## config.mk

```make
export PLATFORM = sky130hd
export DESIGN_NAME = lifo_stack_with_remove_by_id_unit
export DESIGN_NICKNAME = d
export VERILOG_FILES = /design/src/rtl/lsr_pkg.sv /design/src/rtl/lsr_ram.sv /design/src/rtl/lsr_front.sv /design/src/rtl/lsr_back.sv /design/src/rtl/lifo_stack_with_remove_by_id_unit.sv
export SDC_FILE = /design/constraint.sdc
export NUM_CORES = 2
export LEC_CHECK = 0
export ABC_CLOCK_PERIOD_IN_PS = 5700
export BUFFER_PORTS_ARGS = -buffer_cell sky130_fd_sc_hd__buf_4
export CAP_MARGIN = 20
export CORE_ASPECT_RATIO = 1.2
export CORE_MARGIN = 3
export CORE_UTILIZATION = 30
export CTS_BUF_LIST = sky130_fd_sc_hd__clkbuf_4 sky130_fd_sc_hd__clkbuf_8
export DETAILED_ROUTE_END_ITERATION = 8
export GPL_TIMING_DRIVEN = 0
export SKIP_CTS_REPAIR_TIMING = 1
export SYNTH_ARGS = -nofsm -noshare
export SYNTH_HDL_FRONTEND = slang
export SYNTH_HIERARCHICAL = 1
export SYNTH_SLANG_ARGS = --single-unit
export TNS_END_PERCENT = 100
```

## constraint.sdc

```tcl
create_clock -name clk -period 5.7 [get_ports clk]
set_input_delay 1.425 -clock clk [delete_from_list [all_inputs] [get_ports clk]]
set_output_delay 1.425 -clock clk [all_outputs]
set_load 0.02 [all_outputs]
```

## src/rtl/lsr_pkg.sv

```systemverilog
`timescale 1ns / 1ps
`default_nettype none

package lsr_pkg;

    // Field widths
    localparam int IdW      = 16;
    localparam int TimeW    = 32;
    localparam int CntW     = 6;
    localparam int EntryW   = IdW + TimeW;
    localparam int InDataW  = 48;
    localparam int OutDataW = 56;

    // Default stack depth (range 2 to 63, bounded by the 6-bit depth field)
    localparam int DepthDefault = 32;

    typedef enum logic [1:0] {
        OP_PUSH   = 2'd0,
        OP_POP    = 2'd1,
        OP_PEEK   = 2'd2,
        OP_REMOVE = 2'd3
    } op_t;

    typedef enum logic [1:0] {
        ST_OK       = 2'd0,
        ST_EMPTY    = 2'd1,
        ST_NOTFOUND = 2'd2,
        ST_FULL     = 2'd3
    } status_t;

    typedef enum logic [2:0] {
        BK_IDLE,
        BK_READ,
        BK_SCAN,
        BK_MOVE,
        BK_FINAL,
        BK_NOTFOUND
    } back_state_t;

    typedef struct packed {
        op_t              op;
        logic [IdW-1:0]   id;
        logic [TimeW-1:0] tm;
    } cmd_t;

    typedef struct packed {
        logic [IdW-1:0]   id;
        logic [TimeW-1:0] tm;
    } entry_t;

    typedef struct packed {
        status_t          status;
        logic             moved;
        logic [IdW-1:0]   id;
        logic [TimeW-1:0] tm;
        logic [CntW-1:0]  depth;
        logic             last;
    } res_t;

endpackage

`default_nettype wire

```

## src/rtl/lsr_ram.sv

```systemverilog
`timescale 1ns / 1ps
`default_nettype none

module lsr_ram #(
    parameter int WIDTH = 8,
    parameter int DEPTH = 32
) (
    input  wire logic                     clk,
    input  wire logic                     we,
    input  wire logic [$clog2(DEPTH)-1:0] waddr,
    input  wire logic [WIDTH-1:0]         wdata,
    input  wire logic                     re,
    input  wire logic [$clog2(DEPTH)-1:0] raddr,
    output logic      [WIDTH-1:0]         rdata
);

    logic [WIDTH-1:0] mem [DEPTH];

    // Write port
    always_ff @(posedge clk)
    begin
        if (we)
        begin
            mem[waddr] <= wdata;
        end
    end

    // Registered read port, holds when not enabled
    always_ff @(posedge clk)
    begin
        if (re)
        begin
            rdata <= mem[raddr];
        end
    end

endmodule

`default_nettype wire

```

## src/rtl/lsr_front.sv

```systemverilog
`timescale 1ns / 1ps
`default_nettype none

module lsr_front (
    input  wire logic                          clk,
    input  wire logic                          rst_n,
    input  wire logic                          s_axis_tvalid,
    output logic                               s_axis_tready,
    input  wire logic [lsr_pkg::InDataW-1:0]   s_axis_tdata,  // pkt_id, arrival_time
    input  wire logic [1:0]                    s_axis_tuser,  // cmd
    output logic                               q_valid,
    input  wire logic                          q_ready,
    output lsr_pkg::cmd_t                      q_cmd
);

    import lsr_pkg::*;

    cmd_t       slot_reg [2];
    logic       wr_ptr_reg, wr_ptr_next;
    logic       rd_ptr_reg, rd_ptr_next;
    logic [1:0] cnt_reg, cnt_next;
    cmd_t       in_cmd;
    logic       push, pop;

    // Classify the incoming item
    always_comb
    begin
        in_cmd.op = op_t'(s_axis_tuser);
        in_cmd.id = s_axis_tdata[IdW-1:0];
        in_cmd.tm = s_axis_tdata[IdW +: TimeW];
    end

    assign s_axis_tready = (cnt_reg != 2'd2);
    assign q_valid       = (cnt_reg != 2'd0);
    assign q_cmd         = slot_reg[rd_ptr_reg];
    assign push          = s_axis_tvalid && s_axis_tready;
    assign pop           = q_valid && q_ready;

    // Advance queue pointers
    always_comb
    begin
        wr_ptr_next = push ? ~wr_ptr_reg : wr_ptr_reg;
        rd_ptr_next = pop  ? ~rd_ptr_reg : rd_ptr_reg;
        cnt_next    = cnt_reg;
        if (push && !pop)
        begin
            cnt_next = cnt_reg + 2'd1;
        end
        else if (pop && !push)
        begin
            cnt_next = cnt_reg - 2'd1;
        end
    end

    always_ff @(posedge clk or negedge rst_n)
    begin
        if (!rst_n)
        begin
            wr_ptr_reg <= 1'b0;
            rd_ptr_reg <= 1'b0;
            cnt_reg    <= 2'd0;
        end
        else
        begin
            wr_ptr_reg <= wr_ptr_next;
            rd_ptr_reg <= rd_ptr_next;
            cnt_reg    <= cnt_next;
        end
    end

    // Hold queued items
    always_ff @(posedge clk)
    begin
        if (push)
        begin
            slot_reg[wr_ptr_reg] <= in_cmd;
        end
    end

endmodule

`default_nettype wire

```

## src/rtl/lsr_back.sv

```systemverilog
`timescale 1ns / 1ps
`default_nettype none

module lsr_back #(
    parameter int DEPTH = lsr_pkg::DepthDefault
) (
    input  wire logic          clk,
    input  wire logic          rst_n,
    input  wire logic          q_valid,
    output logic               q_ready,
    input  wire lsr_pkg::cmd_t q_cmd,
    output logic               out_valid,
    input  wire logic          out_ready,
    output lsr_pkg::res_t      out_res
);

    import lsr_pkg::*;

    localparam int AW = $clog2(DEPTH);

    back_state_t      state_reg, state_next;
    logic [CntW-1:0]  n_reg, n_next;
    logic [AW-1:0]    ptr_reg, ptr_next;
    logic [IdW-1:0]   key_reg, key_next;
    entry_t           hit_reg, hit_next;
    logic             is_pop_reg, is_pop_next;
    res_t             out_reg, out_next;
    logic             out_valid_reg, out_valid_next;

    logic             can_emit;
    logic             emit;
    res_t             emit_res;
    logic             we, re;
    logic [AW-1:0]    waddr, raddr;
    entry_t           wdata;
    logic [EntryW-1:0] rdata;
    entry_t           rd_entry;
    logic [CntW-1:0]  n_dec, ptr_ext, ptr_inc;
    logic [AW-1:0]    top_addr;
    logic             more;

    lsr_ram #(
        .WIDTH(EntryW),
        .DEPTH(DEPTH)
    ) u_store (
        .clk  (clk),
        .we   (we),
        .waddr(waddr),
        .wdata(wdata),
        .re   (re),
        .raddr(raddr),
        .rdata(rdata)
    );

    assign rd_entry = entry_t'(rdata);
    assign can_emit = !out_valid_reg || out_ready;
    assign n_dec    = n_reg - CntW'(1);
    assign top_addr = n_dec[AW-1:0];
    assign ptr_ext  = CntW'(ptr_reg);
    assign ptr_inc  = ptr_ext + CntW'(1);
    assign more     = (ptr_inc < n_reg);

    // Sequence one command at a time
    always_comb
    begin
        state_next  = state_reg;
        n_next      = n_reg;
        ptr_next    = ptr_reg;
        key_next    = key_reg;
        hit_next    = hit_reg;
        is_pop_next = is_pop_reg;
        q_ready     = 1'b0;
        emit        = 1'b0;
        emit_res    = '0;
        we          = 1'b0;
        waddr       = ptr_reg;
        wdata       = rd_entry;
        re          = 1'b0;
        raddr       = ptr_reg;

        unique case (state_reg)
            BK_IDLE:
            begin
                if (q_valid)
                begin
                    unique case (q_cmd.op)
                        OP_PUSH:
                        begin
                            if (can_emit)
                            begin
                                q_ready        = 1'b1;
                                emit           = 1'b1;
                                emit_res.last  = 1'b1;
                                if (n_reg >= CntW'(DEPTH))
                                begin
                                    emit_res.status = ST_FULL;
                                    emit_res.depth  = n_reg;
                                end
                                else
                                begin
                                    we              = 1'b1;
                                    waddr           = n_reg[AW-1:0];
                                    wdata.id        = q_cmd.id;
                                    wdata.tm        = q_cmd.tm;
                                    n_next          = n_reg + CntW'(1);
                                    emit_res.status = ST_OK;
                                    emit_res.depth  = n_reg + CntW'(1);
                                end
                            end
                        end
                        OP_POP, OP_PEEK:
                        begin
                            if (n_reg == '0)
                            begin
                                if (can_emit)
                                begin
                                    q_ready         = 1'b1;
                                    emit            = 1'b1;
                                    emit_res.status = ST_EMPTY;
                                    emit_res.last   = 1'b1;
                                end
                            end
                            else
                            begin
                                q_ready     = 1'b1;
                                re          = 1'b1;
                                raddr       = top_addr;
                                is_pop_next = (q_cmd.op == OP_POP);
                                state_next  = BK_READ;
                            end
                        end
                        OP_REMOVE:
                        begin
                            if (n_reg == '0)
                            begin
                                if (can_emit)
                                begin
                                    q_ready         = 1'b1;
                                    emit            = 1'b1;
                                    emit_res.status = ST_NOTFOUND;
                                    emit_res.depth  = n_reg;
                                    emit_res.last   = 1'b1;
                                end
                            end
                            else
                            begin
                                q_ready    = 1'b1;
                                key_next   = q_cmd.id;
                                re         = 1'b1;
                                raddr      = top_addr;
                                ptr_next   = top_addr;
                                state_next = BK_SCAN;
                            end
                        end
                        default:
                        begin
                            q_ready = 1'b0;
                        end
                    endcase
                end
            end

            BK_READ:
            begin
                if (can_emit)
                begin
                    emit            = 1'b1;
                    emit_res.status = ST_OK;
                    emit_res.id     = rd_entry.id;
                    emit_res.tm     = rd_entry.tm;
                    emit_res.depth  = is_pop_reg ? n_dec : n_reg;
                    emit_res.last   = 1'b1;
                    n_next          = is_pop_reg ? n_dec : n_reg;
                    state_next      = BK_IDLE;
                end
            end

            // Walk down from the top, one entry a cycle
            BK_SCAN:
            begin
                if (rd_entry.id == key_reg)
                begin
                    hit_next = rd_entry;
                    if (more)
                    begin
                        re         = 1'b1;
                        raddr      = ptr_inc[AW-1:0];
                        ptr_next   = ptr_inc[AW-1:0];
                        state_next = BK_MOVE;
                    end
                    else
                    begin
                        state_next = BK_FINAL;
                    end
                end
                else if (ptr_reg == '0)
                begin
                    state_next = BK_NOTFOUND;
                end
                else
                begin
                    re       = 1'b1;
                    raddr    = AW'(ptr_reg - AW'(1));
                    ptr_next = AW'(ptr_reg - AW'(1));
                end
            end

            // Drop each entry above the hit one place and report it
            BK_MOVE:
            begin
                if (can_emit)
                begin
                    we              = 1'b1;
                    waddr           = AW'(ptr_reg - AW'(1));
                    wdata           = rd_entry;
                    emit            = 1'b1;
                    emit_res.status = ST_OK;
                    emit_res.moved  = 1'b1;
                    emit_res.id     = rd_entry.id;
                    emit_res.tm     = rd_entry.tm;
                    emit_res.depth  = n_dec;
                    if (more)
                    begin
                        re       = 1'b1;
                        raddr    = ptr_inc[AW-1:0];
                        ptr_next = ptr_inc[AW-1:0];
                    end
                    else
                    begin
                        state_next = BK_FINAL;
                    end
                end
            end

            BK_FINAL:
            begin
                if (can_emit)
                begin
                    emit            = 1'b1;
                    emit_res.status = ST_OK;
                    emit_res.id     = hit_reg.id;
                    emit_res.tm     = hit_reg.tm;
                    emit_res.depth  = n_dec;
                    emit_res.last   = 1'b1;
                    n_next          = n_dec;
                    state_next      = BK_IDLE;
                end
            end

            BK_NOTFOUND:
            begin
                if (can_emit)
                begin
                    emit            = 1'b1;
                    emit_res.status = ST_NOTFOUND;
                    emit_res.depth  = n_reg;
                    emit_res.last   = 1'b1;
                    state_next      = BK_IDLE;
                end
            end

            default:
            begin
                state_next = BK_IDLE;
            end
        endcase
    end

    // Load or drain the output register
    always_comb
    begin
        out_next       = out_reg;
        out_valid_next = out_valid_reg;
        if (emit)
        begin
            out_next       = emit_res;
            out_valid_next = 1'b1;
        end
        else if (out_ready)
        begin
            out_valid_next = 1'b0;
        end
    end

    always_ff @(posedge clk or negedge rst_n)
    begin
        if (!rst_n)
        begin
            state_reg     <= BK_IDLE;
            n_reg         <= '0;
            out_valid_reg <= 1'b0;
        end
        else
        begin
            state_reg     <= state_next;
            n_reg         <= n_next;
            out_valid_reg <= out_valid_next;
        end
    end

    always_ff @(posedge clk)
    begin
        ptr_reg    <= ptr_next;
        key_reg    <= key_next;
        hit_reg    <= hit_next;
        is_pop_reg <= is_pop_next;
        out_reg    <= out_next;
    end

    assign out_valid = out_valid_reg;
    assign out_res   = out_reg;

endmodule

`default_nettype wire

```

## src/rtl/lifo_stack_with_remove_by_id_unit.sv

```systemverilog
// LIFO stack of packet entries (16-bit id, 32-bit Q16.16 arrival time) with
// removal by id.
// Input channel s_axis: tuser carries the command (push, pop, peek, remove),
// tdata the packet id and arrival time. Output channel m_axis: one item per
// result, tuser flags an entry put back during a removal, tlast marks the
// final result of a command.
// Commands pass a two-item queue in the front end, so the input keeps taking
// items, until the queue is full, while the back end works or the output is stalled.
// Push: a single step in the back end. Pop and peek: a registered read of the
// entry store, then the result. Remove: issue the first read, scan entries
// from the top down, then move each entry above the hit down one place,
// plus the final status; the entry store gives one read per cycle. Results
// leave through the output register.
// Reset empties the stack and drops queued commands and pending results; the
// entry store itself is not cleared. While an item waits on the port with
// m_axis_tready low, it stays there and the back end holds any emitting step.
`timescale 1ns / 1ps
`default_nettype none

module lifo_stack_with_remove_by_id_unit #(
    parameter int DEPTH = lsr_pkg::DepthDefault
) (
    input  wire logic                         clk,
    input  wire logic                         rst_n,
    input  wire logic                         s_axis_tvalid,
    output logic                              s_axis_tready,
    input  wire logic [lsr_pkg::InDataW-1:0]  s_axis_tdata,  // pkt_id, arrival_time
    input  wire logic [1:0]                   s_axis_tuser,  // cmd
    output logic                              m_axis_tvalid,
    input  wire logic                         m_axis_tready,
    output logic [lsr_pkg::OutDataW-1:0]      m_axis_tdata,  // status, out_id, out_time, depth_now
    output logic                              m_axis_tuser,  // moved
    output logic                              m_axis_tlast
);

    import lsr_pkg::*;

    logic q_valid, q_ready;
    cmd_t q_cmd;
    res_t res;

    lsr_front u_front (
        .clk          (clk),
        .rst_n        (rst_n),
        .s_axis_tvalid(s_axis_tvalid),
        .s_axis_tready(s_axis_tready),
        .s_axis_tdata (s_axis_tdata),
        .s_axis_tuser (s_axis_tuser),
        .q_valid      (q_valid),
        .q_ready      (q_ready),
        .q_cmd        (q_cmd)
    );

    lsr_back #(
        .DEPTH(DEPTH)
    ) u_back (
        .clk      (clk),
        .rst_n    (rst_n),
        .q_valid  (q_valid),
        .q_ready  (q_ready),
        .q_cmd    (q_cmd),
        .out_valid(m_axis_tvalid),
        .out_ready(m_axis_tready),
        .out_res  (res)
    );

    // Pack the result item
    assign m_axis_tdata = {res.depth, res.tm, res.id, res.status};
    assign m_axis_tuser = res.moved;
    assign m_axis_tlast = res.last;

    // Reported depth never exceeds the stack size
    assert property (@(posedge clk) disable iff (!rst_n)
        m_axis_tvalid |-> (res.depth <= CntW'(DEPTH)))
        else $error("depth_now beyond stack size");

    // An entry put back is never the final result and always reports ok
    assert property (@(posedge clk) disable iff (!rst_n)
        (m_axis_tvalid && m_axis_tuser) |-> (!m_axis_tlast && res.status == ST_OK))
        else $error("moved result with last or bad status");

    // Only a final result may report a non-ok status
    assert property (@(posedge clk) disable iff (!rst_n)
        (m_axis_tvalid && res.status != ST_OK) |-> m_axis_tlast)
        else $error("error status on a non-final result");

endmodule

`default_nettype wire

```

==> run summary <==
The run gives 11 as the initial antenna violation count. During placement, the flow inserted port buffers numbering 113. The number of clock sinks seen by CTS is 1826.

Once detail routing completed, the nets flagged for antenna violations numbered 0. The floorplan step set the die width to 455 microns. The synthesized design contains 1812 enable-type register cells. The number of ports placed on the die boundary is 114.

The fraction of layout instances using a drive strength above 1 is 0.193. Setup repair after global routing left no endpoint under its margin. The critical path is of the reg -> reg type.

The first routing iteration left 3403 violations. Dominant cell type by area after synthesis: sky130_fd_sc_hd__edfxtp_1. The met3 usage in global routing was 0.0329; the number of standard-cell rows in the floorplan was 197. The core area is 241000 sq um, and the routability-driven placement congestion ratio is 0.830.

In the post-synthesis netlist, the biggest area contributors are sky130_fd_sc_hd__edfxtp_1 75%, sky130_fd_sc_hd__mux2i_1 11%, sky130_fd_sc_hd__a22o_1 1.7%, sky130_fd_sc_hd__nand2_1 1.7%, sky130_fd_sc_hd__a22oi_1 1.6%. The first global-routing pass estimated 273000 microns of wire. The number of global-route vias before repair was 40700.

Counting flops and latches in the post-synthesis netlist gives 1826. The count of fill cells added during filler insertion was 22500; the synthesis-to-layout area growth was 18.0%. The met2 usage is 0.257, and the total number of vias is 39800.

For this run, the number of Yosys warnings is 6. The routed length per placed instance was 23.4 microns; the number of vias per cell was 4.87. The share of flip-flops with an asynchronous set or reset after synthesis is 0.00767, and the post-synthesis sequential area ratio is 0.754. The worst setup path is captured at a register. The relative slew slack is 0.216. STA puts the critical path data arrival time at 6230 ps.

The tool flagged a number of max-cap violations equal to 0. The number of clock buffers added by TritonCTS is 301. The HPWL after detailed placement was 129000 microns; the pre-CTS worst setup slack was -604 ps. The clock period could shrink to 5560 ps.

The later pin in the worst-skew pair is clocked with a latency of 1020 ps. Number of standard cells after synthesis: 4247. The tools report the count of nets after finishing as 4849. The final count of hold timing violations came out at 0.

The register with the most flip-flops in the layout has 1536 of them. For the final database, setup skew stands at 57.3 ps. The worst hold path class is in -> async. The global-route track usage on met1 was 0.182; the total length of routed wires was 191000 microns. Die area: 248000 sq um. The predominant post-synthesis flop cell is sky130_fd_sc_hd__edfxtp_1. The max-slew violation total from the final report is 0, and the post-detailed-route DRC marker count is 0.

In this run the vertical extent of the chip is 545 microns. In this run the cell area of the synthesized design comes to 72700 sq um. After layout, the worst setup slack is 142 ps.

The run gives 4 as the number of buffers on the longest clock path. Along the worst path, the maximum fanout reaches 10. The tools report the highest achievable clock rate as 0.180 GHz. TritonCTS built the clock tree. The post-synthesis cell type count was 72. STA classifies the critical path startpoint as a register.

The tools report the overall routing resource usage as 0.148. The tools report the root buffer cell as sky130_fd_sc_hd__clkbuf_8. Synthesis produced a netlist with a net count of 4315. The share of the synthesized area in the top cell type was 0.749; the starting density of the core was 0.302. The actual transition at the worst max-transition pin is 1180 ps, and the global-route congestion overflow total is 0. The H-tree was split into 5 levels. STA puts the critical path data required time at 6380 ps. Setup violations remaining at the end of the flow were counted as 0. The share of the clock period used by the worst path after layout works out to 0.975.

Entering global routing, the biggest net connects 49 pins. In this run the most used layer during global routing was met2. The mean area per synthesized cell was 17.1 sq um; the clock slew at the register clock pins of the worst setup and hold paths was 70 ps. The flow ran to the end, and the final reports show no timing, DRC or antenna violations. For this run, the detailed router's first-pass iteration total came to 6.
critical path, cell delays in order, from the launching register on:
cell	delay (ps)
sky130_fd_sc_hd__edfxtp_1	350
sky130_fd_sc_hd__clkbuf_1	380
sky130_fd_sc_hd__inv_1	170
sky130_fd_sc_hd__ha_1	380
sky130_fd_sc_hd__ha_1	300
sky130_fd_sc_hd__a21boi_1	130
sky130_fd_sc_hd__o21a_1	240
sky130_fd_sc_hd__or2_2	400
sky130_fd_sc_hd__nor2_1	150
sky130_fd_sc_hd__a211oi_2	50
sky130_fd_sc_hd__o32a_1	470
sky130_fd_sc_hd__nor2b_1	230
sky130_fd_sc_hd__buf_2	430
sky130_fd_sc_hd__clkbuf_1	680
sky130_fd_sc_hd__a22oi_1	200
sky130_fd_sc_hd__a31oi_1	450
sky130_fd_sc_hd__nand3_1	190
logic make-up (layout without fill, tap and decap cells):
logic type / Yosys count / in the layout / share of synthesized area
compound gates: 593 / 593 / 0.0567
xor+xnor: 36 / 36 / 0.00434
fa+ha+maj: 14 / 14 / 0.00241
buf+inv: 262 / 997 / 0.0230
flops: 1826 / 1826 / 0.754
mux: 824 / 824 / 0.117
other cells: 0 / 4 / 0
simple gates: 692 / 695 / 0.0430
worst paths after layout:
check / from / to / slack, ps / depth (start not counted)
setup / recovery: u_back/ptr_reg[1] / u_back/u_store/rdata[3] / 140 / 16
hold / removal: rst_n / u_back/out_valid / 300 / 1
setup reg to reg: u_back/ptr_reg[1] / u_back/u_store/rdata[3] / 140 / 16
hold reg to reg: u_back/u_store/rdata[24] / u_back/hit_reg[24] / 480 / 0
max in group asynchronous: rst_n / u_back/n_reg[0] / 5190 / 1
min in group clk: u_back/u_store/rdata[24] / u_back/hit_reg[24] / 480 / 0
synthesized netlist by cell type, drive strengths merged (4+ instances only):
master  number
xnor2       15
edfxtp    1812
buf        165
mux2i      771
nand3b       6
nand4        4
nor2        73
nand2      333
a31oi       54
nor2b        7
nor3        65
o22ai        6
nor3b        5
nor4         7
nand2b      13
nand3      157
clkbuf      79
or2          5
o32ai        7
xor2        21
a211oi       4
inv         17
dfrtp       14
ha          14
o21ai       27
a22o       144
or3          5
a22oi      154
a21oi      173
mux2        53
routing by layer:
metal | vias up | part of all wire
li1 | 17800 | -
met5 | - | 0.00025
met3 | 334 | 0.069
met2 | 1400 | 0.50
met4 | 8 | 0.029
met1 | 20300 | 0.40
cells in the final DEF, fill, tap and decap left out, types with 7 or more instances in the layout:
cell type and count:
sky130_fd_sc_hd__edfxtp_1 1812, sky130_fd_sc_hd__mux2i_1 771, sky130_fd_sc_hd__nand2_1 333, sky130_fd_sc_hd__clkbuf_8 307, sky130_fd_sc_hd__a21oi_1 172, sky130_fd_sc_hd__buf_4 167, sky130_fd_sc_hd__nand3_1 155, sky130_fd_sc_hd__a22oi_1 154
sky130_fd_sc_hd__a22o_1 144, sky130_fd_sc_hd__clkbuf_4 104, sky130_fd_sc_hd__clkbuf_1 73, sky130_fd_sc_hd__buf_12 65, sky130_fd_sc_hd__nor3_1 61, sky130_fd_sc_hd__clkinv_1 59, sky130_fd_sc_hd__buf_2 58, sky130_fd_sc_hd__a31oi_1 54
sky130_fd_sc_hd__mux2_4 51, sky130_fd_sc_hd__buf_6 48, sky130_fd_sc_hd__nor2_1 37, sky130_fd_sc_hd__buf_16 37, sky130_fd_sc_hd__nor2_4 35, sky130_fd_sc_hd__clkinv_2 34, sky130_fd_sc_hd__xor2_1 21, sky130_fd_sc_hd__inv_1 16
sky130_fd_sc_hd__o21ai_0 16, sky130_fd_sc_hd__xnor2_1 15, sky130_fd_sc_hd__ha_1 14, sky130_fd_sc_hd__dfrtp_1 14, sky130_fd_sc_hd__nand2b_1 13, sky130_fd_sc_hd__o21ai_1 9, sky130_fd_sc_hd__buf_1 8, sky130_fd_sc_hd__nor2b_1 7
sky130_fd_sc_hd__nor4_1 7
through the flow:
| step | instances | hold WS (ps) | instance area (sq um) | util | TNS [ps] |
|---|---|---|---|---|---|
| final | 8173 | 296 | 85700 | 0.356 | 0 |
| after global routing | 8171 | 220 | 85700 | 0.356 | 0 |
| after CTS | 8126 | 185 | 84800 | 0.353 | -12830 |
| after detailed placement | 7619 | 473 | 79300 | 0.330 | -135710 |
| after global placement | 7544 | 465 | 77500 | 0.322 | -6411660 |
| after floorplan | 4247 | 451 | 72700 | - | 0 |
cell type report:
class                           instances  area [sq um]  share of cell area
Antenna cell                            4          10.0            0.000117
Buffer                                244          1620              0.0189
Clock buffer                          405          4960              0.0579
Clock inverter                        102           533             0.00622
Inverter                               18          67.6            0.000788
Multi-Input combinational cell       2162         16600               0.193
Sequential cell                      1826         54800               0.639
Tap cell                             3184          3980              0.0465
Timing Repair Buffer                  228          3220              0.0376
Power is not shown: default switching activity piles up to over one toggle a cycle in this logic, so the estimate is an artifact.
